`src/hw/rtl/msd_pkg.sv`:
```
// Shared types and constants for the mean / sample standard deviation block.
// Holds the request and response payloads, the shared ALU bundles and the
// sequencer state type. No dependencies.
package msd_pkg;

   localparam int SAMPLE_BITS = 16;
   localparam int WORD_W      = 64;
   localparam int STEP_W      = 6;
   localparam int DIV_STEPS   = 64;
   localparam int MUL_STEPS   = 64;
   localparam int SQRT_STEPS  = 32;
   localparam int COUNT_OUT_W = 17;
   localparam int RESULT_W    = 16;

   typedef struct packed {
      logic signed [SAMPLE_BITS-1:0] sample;
      logic                          last;
   } req_type;

   typedef struct packed {
      logic signed [RESULT_W-1:0] mean;
      logic [RESULT_W-1:0]        stdev;
      logic                       stdev_valid;
      logic [COUNT_OUT_W-1:0]     sample_count;
      logic                       overflow;
   } rsp_type;

   typedef struct packed {
      logic [WORD_W-1:0] a;
      logic [WORD_W-1:0] b;
      logic              sub;
   } alu_op_type;

   typedef struct packed {
      logic [WORD_W-1:0] sum;
      logic              carry;
   } alu_res_type;

   typedef enum logic [3:0] {
      ST_IDLE,
      ST_LOAD,
      ST_MEAN_DIV,
      ST_NS2_MUL,
      ST_SQ_MUL,
      ST_NUM_SUB,
      ST_DEN_MUL,
      ST_VAR_DIV,
      ST_SQRT,
      ST_DONE
   } state_type;

endpackage

```
`src/hw/rtl/msd_accum.sv`:
```
// Per-set accumulators: sample count, sum, sum of squares and drop flag.
// Depends on msd_pkg.
module msd_accum import msd_pkg::*; #(
   parameter int MAX_SAMPLES = 65536,
   parameter int CNT_W       = 17,
   parameter int SUM_W       = 33,
   parameter int SQ_W        = 47
) (
   input  logic                          clock,
   input  logic                          reset,
   input  logic                          accept,
   input  logic signed [SAMPLE_BITS-1:0] sample,
   input  logic                          clear,
   output logic [CNT_W-1:0]              count,
   output logic signed [SUM_W-1:0]       sum,
   output logic [SQ_W-1:0]               square_sum,
   output logic                          dropped
);

   logic [CNT_W-1:0]          count_ff, count_in;
   logic signed [SUM_W-1:0]   sum_ff, sum_in;
   logic [SQ_W-1:0]           sq_ff, sq_in;
   logic                      drop_ff, drop_in;
   logic signed [2*SAMPLE_BITS-1:0] square;
   logic                      full;

   assign square = sample * sample;
   assign full   = (count_ff == CNT_W'(MAX_SAMPLES));

   always_comb begin
      count_in = count_ff;
      sum_in   = sum_ff;
      sq_in    = sq_ff;
      drop_in  = drop_ff;
      if (clear) begin
         count_in = '0;
         sum_in   = '0;
         sq_in    = '0;
         drop_in  = 1'b0;
      end else if (accept) begin
         if (full) begin
            drop_in = 1'b1;
         end else begin
            count_in = count_ff + CNT_W'(1);
            sum_in   = sum_ff + SUM_W'(sample);
            sq_in    = sq_ff + SQ_W'(square);
         end
      end
   end

   always_ff @(posedge clock) begin
      if (reset) begin
         count_ff <= '0;
         sum_ff   <= '0;
         sq_ff    <= '0;
         drop_ff  <= 1'b0;
      end else begin
         count_ff <= count_in;
         sum_ff   <= sum_in;
         sq_ff    <= sq_in;
         drop_ff  <= drop_in;
      end
   end

   assign count      = count_ff;
   assign sum        = sum_ff;
   assign square_sum = sq_ff;
   assign dropped    = drop_ff;

endmodule

```
`src/hw/rtl/msd_alu.sv`:
```
// Shared 64-bit adder/subtractor used by every arithmetic step of the sequencer.
// Depends on msd_pkg. Carry out on subtract means a >= b.
module msd_alu import msd_pkg::*; (
   input  alu_op_type  op,
   output alu_res_type res
);

   logic [WORD_W:0] full_sum;

   assign full_sum  = {1'b0, op.a} + {1'b0, (op.sub ? ~op.b : op.b)}
                      + {{WORD_W{1'b0}}, op.sub};
   assign res.sum   = full_sum[WORD_W-1:0];
   assign res.carry = full_sum[WORD_W];

endmodule

```
`src/hw/rtl/msd_seq.sv`:
```
// Result sequencer: mean divide, shift-add multiplies, variance divide and
// square root, all on one shared adder. Depends on msd_pkg and msd_alu.
module msd_seq import msd_pkg::*; #(
   parameter int CNT_W = 17,
   parameter int SUM_W = 33,
   parameter int SQ_W  = 47
) (
   input  logic                    clock,
   input  logic                    reset,
   input  logic                    go,
   input  logic [CNT_W-1:0]        count,
   input  logic signed [SUM_W-1:0] sum,
   input  logic [SQ_W-1:0]         square_sum,
   input  logic                    dropped,
   output logic                    busy,
   output logic                    clear,
   output logic                    rsp_valid,
   output rsp_type                 rsp_data
);

   state_type           state_ff, state_in;
   logic [STEP_W-1:0]   step_ff, step_in;
   logic [WORD_W-1:0]   rem_ff, rem_in;     // remainder / product
   logic [WORD_W-1:0]   quo_ff, quo_in;     // dividend, quotient, radicand
   logic [WORD_W-1:0]   d_ff, d_in;         // divisor
   logic [WORD_W-1:0]   mc_ff, mc_in;       // multiplicand, sqrt root
   logic [WORD_W-1:0]   mp_ff, mp_in;       // multiplier
   logic [WORD_W-1:0]   x_ff, x_in;         // n*S2, then numerator
   logic [WORD_W-1:0]   mag_ff, mag_in;
   logic                neg_ff, neg_in;
   logic [RESULT_W-1:0] mean_ff, mean_in;
   logic [RESULT_W-1:0] stdev_ff, stdev_in;
   logic                rsp_valid_ff, rsp_valid_in;
   rsp_type             rsp_ff, rsp_in;

   alu_op_type          alu_op;
   alu_res_type         alu_res;

   logic [SUM_W-1:0]    mag_w;
   logic [WORD_W-1:0]   div_sh, sqrt_sh, sqrt_trial;
   logic [WORD_W-1:0]   rem_step, quo_step, prod_step, root_step;
   logic                div_last, mul_last, sqrt_last, enough;

   msd_alu u_alu (
      .op  (alu_op),
      .res (alu_res)
   );

   assign mag_w      = sum[SUM_W-1] ? SUM_W'(-sum) : SUM_W'(sum);
   assign div_sh     = {rem_ff[WORD_W-2:0], quo_ff[WORD_W-1]};
   assign sqrt_sh    = {rem_ff[WORD_W-3:0], quo_ff[WORD_W-1:WORD_W-2]};
   assign sqrt_trial = {mc_ff[WORD_W-3:0], 2'b01};
   assign div_last   = (step_ff == STEP_W'(DIV_STEPS - 1));
   assign mul_last   = (step_ff == STEP_W'(MUL_STEPS - 1));
   assign sqrt_last  = (step_ff == STEP_W'(SQRT_STEPS - 1));
   assign enough     = (count >= CNT_W'(2));

   // one restoring step for divide and sqrt, one shift-add step for multiply
   assign rem_step  = alu_res.carry ? alu_res.sum : ((state_ff == ST_SQRT) ? sqrt_sh : div_sh);
   assign quo_step  = {quo_ff[WORD_W-2:0], alu_res.carry};
   assign root_step = {mc_ff[WORD_W-2:0], alu_res.carry};
   assign prod_step = mp_ff[0] ? alu_res.sum : rem_ff;

   always_comb begin
      alu_op = '0;
      unique case (state_ff)
         ST_MEAN_DIV, ST_VAR_DIV: begin
            alu_op.a   = div_sh;
            alu_op.b   = d_ff;
            alu_op.sub = 1'b1;
         end
         ST_NS2_MUL, ST_SQ_MUL, ST_DEN_MUL: begin
            alu_op.a   = rem_ff;
            alu_op.b   = mc_ff;
            alu_op.sub = 1'b0;
         end
         ST_NUM_SUB: begin
            alu_op.a   = x_ff;
            alu_op.b   = rem_ff;
            alu_op.sub = 1'b1;
         end
         ST_SQRT: begin
            alu_op.a   = sqrt_sh;
            alu_op.b   = sqrt_trial;
            alu_op.sub = 1'b1;
         end
         default: alu_op = '0;
      endcase
   end

   always_comb begin
      state_in     = state_ff;
      step_in      = step_ff + STEP_W'(1);
      rem_in       = rem_ff;
      quo_in       = quo_ff;
      d_in         = d_ff;
      mc_in        = mc_ff;
      mp_in        = mp_ff;
      x_in         = x_ff;
      mag_in       = mag_ff;
      neg_in       = neg_ff;
      mean_in      = mean_ff;
      stdev_in     = stdev_ff;
      rsp_valid_in = 1'b0;
      rsp_in       = rsp_ff;
      clear        = 1'b0;

      unique case (state_ff)
         ST_IDLE: begin
            step_in = '0;
            if (go) begin
               state_in = ST_LOAD;
            end
         end
         ST_LOAD: begin
            step_in  = '0;
            mag_in   = WORD_W'(mag_w);
            neg_in   = sum[SUM_W-1];
            quo_in   = WORD_W'(mag_w);
            rem_in   = '0;
            d_in     = WORD_W'(count);
            state_in = ST_MEAN_DIV;
         end
         ST_MEAN_DIV: begin
            rem_in = rem_step;
            quo_in = quo_step;
            if (div_last) begin
               step_in = '0;
               mean_in = neg_ff ? RESULT_W'(~quo_step[RESULT_W-1:0] + RESULT_W'(1))
                                : quo_step[RESULT_W-1:0];
               if (enough) begin
                  rem_in   = '0;
                  mc_in    = WORD_W'(square_sum);
                  mp_in    = WORD_W'(count);
                  state_in = ST_NS2_MUL;
               end else begin
                  stdev_in = '0;
                  state_in = ST_DONE;
               end
            end
         end
         ST_NS2_MUL: begin
            rem_in = prod_step;
            mc_in  = {mc_ff[WORD_W-2:0], 1'b0};
            mp_in  = {1'b0, mp_ff[WORD_W-1:1]};
            if (mul_last) begin
               step_in  = '0;
               x_in     = prod_step;
               rem_in   = '0;
               mc_in    = mag_ff;
               mp_in    = mag_ff;
               state_in = ST_SQ_MUL;
            end
         end
         ST_SQ_MUL: begin
            rem_in = prod_step;
            mc_in  = {mc_ff[WORD_W-2:0], 1'b0};
            mp_in  = {1'b0, mp_ff[WORD_W-1:1]};
            if (mul_last) begin
               step_in  = '0;
               state_in = ST_NUM_SUB;
            end
         end
         ST_NUM_SUB: begin
            // a wrapped negative numerator counts as zero
            x_in     = alu_res.carry ? alu_res.sum : '0;
            rem_in   = '0;
            mc_in    = WORD_W'(count);
            mp_in    = WORD_W'(count - CNT_W'(1));
            step_in  = '0;
            state_in = ST_DEN_MUL;
         end
         ST_DEN_MUL: begin
            rem_in = prod_step;
            mc_in  = {mc_ff[WORD_W-2:0], 1'b0};
            mp_in  = {1'b0, mp_ff[WORD_W-1:1]};
            if (mul_last) begin
               step_in  = '0;
               d_in     = prod_step;
               quo_in   = x_ff;
               rem_in   = '0;
               state_in = ST_VAR_DIV;
            end
         end
         ST_VAR_DIV: begin
            rem_in = rem_step;
            quo_in = quo_step;
            if (div_last) begin
               step_in  = '0;
               rem_in   = '0;
               mc_in    = '0;
               state_in = ST_SQRT;
            end
         end
         ST_SQRT: begin
            rem_in = rem_step;
            quo_in = {quo_ff[WORD_W-3:0], 2'b00};
            mc_in  = root_step;
            if (sqrt_last) begin
               step_in  = '0;
               stdev_in = (|root_step[WORD_W-1:RESULT_W]) ? '1 : root_step[RESULT_W-1:0];
               state_in = ST_DONE;
            end
         end
         ST_DONE: begin
            step_in             = '0;
            rsp_valid_in        = 1'b1;
            rsp_in.mean         = mean_ff;
            rsp_in.stdev        = stdev_ff;
            rsp_in.stdev_valid  = enough;
            rsp_in.sample_count = COUNT_OUT_W'(count);
            rsp_in.overflow     = dropped;
            clear               = 1'b1;
            state_in            = ST_IDLE;
         end
         default: state_in = ST_IDLE;
      endcase
   end

   always_ff @(posedge clock) begin
      if (reset) begin
         state_ff     <= ST_IDLE;
         step_ff      <= '0;
         rsp_valid_ff <= 1'b0;
      end else begin
         state_ff     <= state_in;
         step_ff      <= step_in;
         rsp_valid_ff <= rsp_valid_in;
      end
   end

   always_ff @(posedge clock) begin
      rem_ff   <= rem_in;
      quo_ff   <= quo_in;
      d_ff     <= d_in;
      mc_ff    <= mc_in;
      mp_ff    <= mp_in;
      x_ff     <= x_in;
      mag_ff   <= mag_in;
      neg_ff   <= neg_in;
      mean_ff  <= mean_in;
      stdev_ff <= stdev_in;
      rsp_ff   <= rsp_in;
   end

   assign busy      = (state_ff != ST_IDLE);
   assign rsp_valid = rsp_valid_ff;
   assign rsp_data  = rsp_ff;

endmodule

```
`src/hw/rtl/mean_and_sample_stdev.sv`:
```
// Top level: running mean and sample standard deviation of signed Q8.8 data.
// Depends on msd_pkg, msd_accum, msd_seq (which uses msd_alu).
//
//   channel   ports                        direction  flow
//   request   start, busy, req_data        in         taken when start && !busy
//   response  rsp_valid, rsp_data          out        one-cycle strobe, no stall
//
// A sample without last is summed in the cycle it is taken; busy stays low.
// A sample with last is summed, then the sequencer runs on one 64-bit adder:
// load, mean divide, three shift-add multiplies, subtract, variance divide,
// square root and output, busy high all along; a set of one sample skips
// from the mean divide to output. The response strobes the cycle after output;
// accumulators clear on the same edge. Reset returns to idle with empty sums.
module mean_and_sample_stdev import msd_pkg::*; #(
   parameter int MAX_SAMPLES = 65536
) (
   input  logic    clock,
   input  logic    reset,
   input  logic    start,
   output logic    busy,
   input  req_type req_data,
   output logic    rsp_valid,
   output rsp_type rsp_data
);

   localparam int CNT_W = $clog2(MAX_SAMPLES + 1);
   localparam int SUM_W = CNT_W + SAMPLE_BITS;
   localparam int SQ_W  = CNT_W + 2 * SAMPLE_BITS - 2;

   logic                    accept;
   logic                    clear;
   logic [CNT_W-1:0]        count;
   logic signed [SUM_W-1:0] sum;
   logic [SQ_W-1:0]         square_sum;
   logic                    dropped;

   assign accept = start && !busy;

   msd_accum #(
      .MAX_SAMPLES (MAX_SAMPLES),
      .CNT_W       (CNT_W),
      .SUM_W       (SUM_W),
      .SQ_W        (SQ_W)
   ) u_accum (
      .clock      (clock),
      .reset      (reset),
      .accept     (accept),
      .sample     (req_data.sample),
      .clear      (clear),
      .count      (count),
      .sum        (sum),
      .square_sum (square_sum),
      .dropped    (dropped)
   );

   msd_seq #(
      .CNT_W (CNT_W),
      .SUM_W (SUM_W),
      .SQ_W  (SQ_W)
   ) u_seq (
      .clock      (clock),
      .reset      (reset),
      .go         (accept && req_data.last),
      .count      (count),
      .sum        (sum),
      .square_sum (square_sum),
      .dropped    (dropped),
      .busy       (busy),
      .clear      (clear),
      .rsp_valid  (rsp_valid),
      .rsp_data   (rsp_data)
   );

endmodule
```
`config.mk`:
```
export PLATFORM = sky130hd
export DESIGN_NAME = mean_and_sample_stdev
export DESIGN_NICKNAME = d
export VERILOG_FILES = /design/src/hw/rtl/msd_pkg.sv /design/src/hw/rtl/msd_accum.sv /design/src/hw/rtl/msd_alu.sv /design/src/hw/rtl/msd_seq.sv /design/src/hw/rtl/mean_and_sample_stdev.sv
export SDC_FILE = /design/constraint.sdc
export NUM_CORES = 2
export LEC_CHECK = 0
export ABC_AREA = 1
export BUFFER_PORTS_ARGS = -buffer_cell sky130_fd_sc_hd__buf_2
export CAP_MARGIN = 20
export CORE_MARGIN = 5
export CORE_UTILIZATION = 37
export CTS_CLUSTER_DIAMETER = 200
export DETAILED_ROUTE_END_ITERATION = 8
export PLACE_DENSITY = 0.64
export SKIP_LAST_GASP = 1
export SLEW_MARGIN = 25
export SYNTH_ARGS = -nofsm -noshare
export SYNTH_HDL_FRONTEND = slang
export SYNTH_SLANG_ARGS = --single-unit
```
`constraint.sdc`:
```
create_clock -name clock -period 10.4 [get_ports clock]
set_input_delay 1.04 -clock clock [delete_from_list [all_inputs] [get_ports clock]]
set_output_delay 1.04 -clock clock [all_outputs]
set_load 0.005 [all_outputs]
```
==> impl_metrics.json <==
{
  "die_h_um": 374.8,
  "path_delay_family": "adder cells",
  "hold_path_class": "register to register",
  "fin_skew_ps": 30.38,
  "start_kind": "input pin",
  "clock_latency_ps": 630,
  "cts_tree": "yes",
  "dpl.cell_count": 7829,
  "rsz0062_at_grt": "no",
  "cts_sinks": 610,
  "ant_nets": 0,
  "fin_cells": 7957,
  "diodes": 0,
  "dp_hpwl_mm": 119.3,
  "async_reset_ff_share_pct": 0,
  "routedWlPerCell_um": 20.15,
  "post_cts_buffers": 0,
  "vias": 43590,
  "synth_compound_area_share_pct": 17.94,
  "area_delta_synth_final_pct": 8.805,
  "core-area_mm2": 0.1318,
  "drv_slew": 0,
  "ys_ff_latch": 610,
  "rr_startpoint": "u_seq.state_ff[1]",
  "clk_path_buf_depth": 3,
  "routed_wl_mm": 160.3,
  "overflow": 0,
  "globalRouteTotalUtil_pct": 22.11,
  "synth_xor_area_share_pct": 4.101,
  "nets": 6640,
  "yosys_warnings": 0,
  "antenna_found_initial": 0,
  "slowest_stage": "fa_1",
  "seq_area_frac_synth_pct": 34.99,
  "rr_endpoint": "u_seq.rem_ff[36]",
  "maxSlewHeadroom_pct": 23.79,
  "syn_area_mm2": 0.04924,
  "grt_first_pass_wirelength_mm": 248.5,
  "finalSetupViolations": 0,
  "die-area_mm2": 0.1405,
  "synthAdderAreaFrac_pct": 15.62,
  "firstDrtPassIters": 6,
  "synthDistinctLibCells": 69,
  "cp_max_fo": 19,
  "tns_ps": 0,
  "critPathKind": "input pin to register",
  "gp_congestion": 0.9713,
  "die_x_um": 374.8,
  "ctsResizeCount": 0,
  "synth_edf_count": 501,
  "grt_max_degree": 93,
  "start_util_pct": 37.36,
  "max_freq_ghz": 0.1160,
  "cp_common_cell": "nand2_1",
  "slowest_delay_ps": 550,
  "hold_depth": 0,
  "drcViolationCount": 0,
  "worst_pin_slew_ps": 1131,
  "min_period_ps": 8621,
  "grt_pass1_vias": 42940,
  "reg2reg_slack_ps": 3290,
  "hp-start": "u_seq.stdev_ff[5]",
  "synth_top_flop_cell": "edfxtp_1",
  "design_area_mm2": 0.05358,
  "holdPathEnd": "u_seq.rsp_data[24]",
  "syn_inst": 6213,
  "cp_num_buf_inv": 7,
  "synth.area.mux_share_pct": 0,
  "placementRows": 133,
  "numCtsBuffers": 70,
  "placed_cell_area_mm2": 0.05134,
  "status": "finished, final reports clean",
  "r2r_cells": 25,
  "synth-simple-area-share_pct": 17.02,
  "ctsRootBufferMaster": "clkbuf_16",
  "ios": 73,
  "fin_crit_sh_pct": 82.89,
  "critPathRequiredTime_ps": 10960,
  "path_clk_slew_ps": 60,
  "port_buffers": 72,
  "cts_max_level": 3,
  "critPathCaptureType": "register",
  "postCtsHoldBufs": 0,
  "avgSynthCellArea_um2": 7.925,
  "drive_gt1_share_pct": 5.353,
  "drt_iter0_drc": 4589,
  "vias_per_cell": 5.478,
  "synth_top_family_by_area": "compound AO/OA/AOI/OAI gates",
  "cp.arrival_ps": 9180,
  "drv_cap": 0,
  "synth.net_count": 6706,
  "finalHoldViolations": 0
}
## worst max path at each step
stage,slack (ps),from,end,cells past startpoint
after CTS,1670,req_data[9],u_accum.square_sum[43],36
after detailed placement,1030,req_data[9],u_accum.square_sum[43],36
after global placement,1080,req_data[9],u_accum.square_sum[43],36
after floorplan,1490,req_data[6],u_accum.square_sum[46],32
after global routing,1100,req_data[16],u_accum.square_sum[43],36
final,1780,req_data[9],u_accum.square_sum[43],36
## placed cells by master, fill, tap and decap left out, types with 8 or more instances in the layout
cell type	n
buf_2	72
or2_2	13
nor4_1	19
nand4_1	34
o22ai_1	106
a221oi_1	42
inv_2	22
a211oi_1	14
nor2_1	543
o221ai_1	33
nand2_1	1103
a21oi_1	451
a21o_1	29
xnor2_1	67
clkinv_1	14
a22oi_1	56
inv_1	1054
o21ai_0	523
nand3_1	200
o2111ai_1	18
fa_1	236
dfxtp_1	109
clkbuf_16	71
xor2_1	158
o21ai_1	29
o21bai_1	22
buf_4	52
o211ai_1	54
ha_1	237
clkbuf_1	21
nand2_2	19
a31oi_1	49
edfxtp_1	501
nor3_1	60
o32ai_1	8
nor2_2	13
o21a_1	24
## state kept, by name, summed over array words and instances, names as in the netlist, 16 cells and up
name	cells
u_seq.mag_ff	33
u_seq.quo_ff	64
u_seq.mc_ff	64
u_seq.rsp_data	51
u_seq.stdev_ff	16
u_accum.count	17
u_accum.sum	33
u_seq.rem_ff	64
u_accum.square_sum	47
u_seq.x_ff	64
u_seq.mp_ff	64
u_seq.d_ff	64
u_seq.mean_ff	16
## per-layer routing
| metal | share of wire [%] | up-vias | GRT usage, % |
|---|---|---|---|
| met5 | 0 | - | 0 |
| met4 | 3.3 | 0 | 7.422 |
| met3 | 8.1 | 298 | 3.083 |
| met2 | 46 | 1856 | 36.67 |
| met1 | 42 | 20850 | 29.77 |
| li1 | - | 20590 | - |
## metrics by stage
step	utilization (%)	hold WS [ps]	worst slack, ps
after floorplan	-	400.3	1487
after global placement	38.94	403.2	1084
after detailed placement	38.95	405.7	1030
after CTS	40.63	419.2	1665
after global routing	40.65	423.7	1101
final	40.65	418.8	1779
## worst reg2reg max path, cell delays in order, from the launching register on
cell and delay, ps:
dfxtp_1 470, nor2_2 100, nand2_4 480, inv_4 300, nor2_2 280, inv_2 110, nor2_4 120, buf_4 350
buf_4 650, o22ai_1 300, ha_1 400, nand3_1 100, nand2_1 100, a21oi_2 230, o21ai_2 110, nand2_1 70
nand2_1 170, a21oi_1 340, inv_1 200, nand4_1 130, nand2_2 120, inv_2 570, buf_4 650, o211ai_1 200
nand3_1 130, o21ai_0 140
## cell families (layout without fill, tap and decap cells)
family / after synthesis / after routing
adder cells (fa/ha/maj): 473 / 473
buffers and inverters: 1345 / 1334
XOR/XNOR: 228 / 228
flip-flops: 610 / 610
AND/OR/NAND/NOR: 2044 / 2044
AO/OA/AOI/OAI: 1513 / 1513
## final cells by class
| cell class | count | area, um^2 |
|---|---|---|
| fill | 13470 | 78220 |
| multi-input combinational | 4258 | 27090 |
| sequential | 610 | 17230 |
| inverter | 1082 | 4071 |
| tap | 1755 | 2196 |
| clock buffer | 96 | 1911 |
| timing repair buffer | 125 | 770.7 |
| clock inverter | 31 | 309.0 |
## Yosys cell counts, types with 7 or more instances
cell | n | area (um^2)
buf_1 | 44 | 165.2
o32ai_1 | 8 | 70.07
nand3_1 | 200 | 1001
nand2_2 | 19 | 118.9
a31oi_1 | 50 | 312.8
nor2_2 | 9 | 56.30
o21bai_1 | 22 | 165.2
fa_1 | 236 | 4725
nor3_1 | 60 | 300.3
or2_2 | 14 | 87.58
edfxtp_1 | 501 | 15040
a211oi_1 | 15 | 112.6
dfxtp_1 | 109 | 2182
a32oi_1 | 7 | 61.31
nand4_1 | 34 | 212.7
a22oi_1 | 56 | 420.4
a221oi_1 | 42 | 367.9
inv_1 | 1056 | 3964
xor2_1 | 158 | 1384
o22ai_1 | 107 | 669.4
o21ai_0 | 524 | 2623
a21o_1 | 29 | 217.7
a21oi_1 | 452 | 2262
o2111ai_1 | 18 | 157.7
clkbuf_1 | 192 | 720.7
nand2_1 | 1108 | 4159
a221o_1 | 7 | 70.07
nor4_1 | 19 | 118.9
inv_2 | 20 | 75.07
o21ai_1 | 30 | 150.1
o221ai_1 | 33 | 289.0
buf_2 | 27 | 135.1
nor2_1 | 550 | 2064
o211ai_1 | 54 | 405.4
xnor2_1 | 67 | 586.8
ha_1 | 237 | 2965
o21a_1 | 24 | 180.2
Power is left out: the tool's default activity adds up to more than one toggle a clock period on the data nets, which glitch-free logic cannot reach.
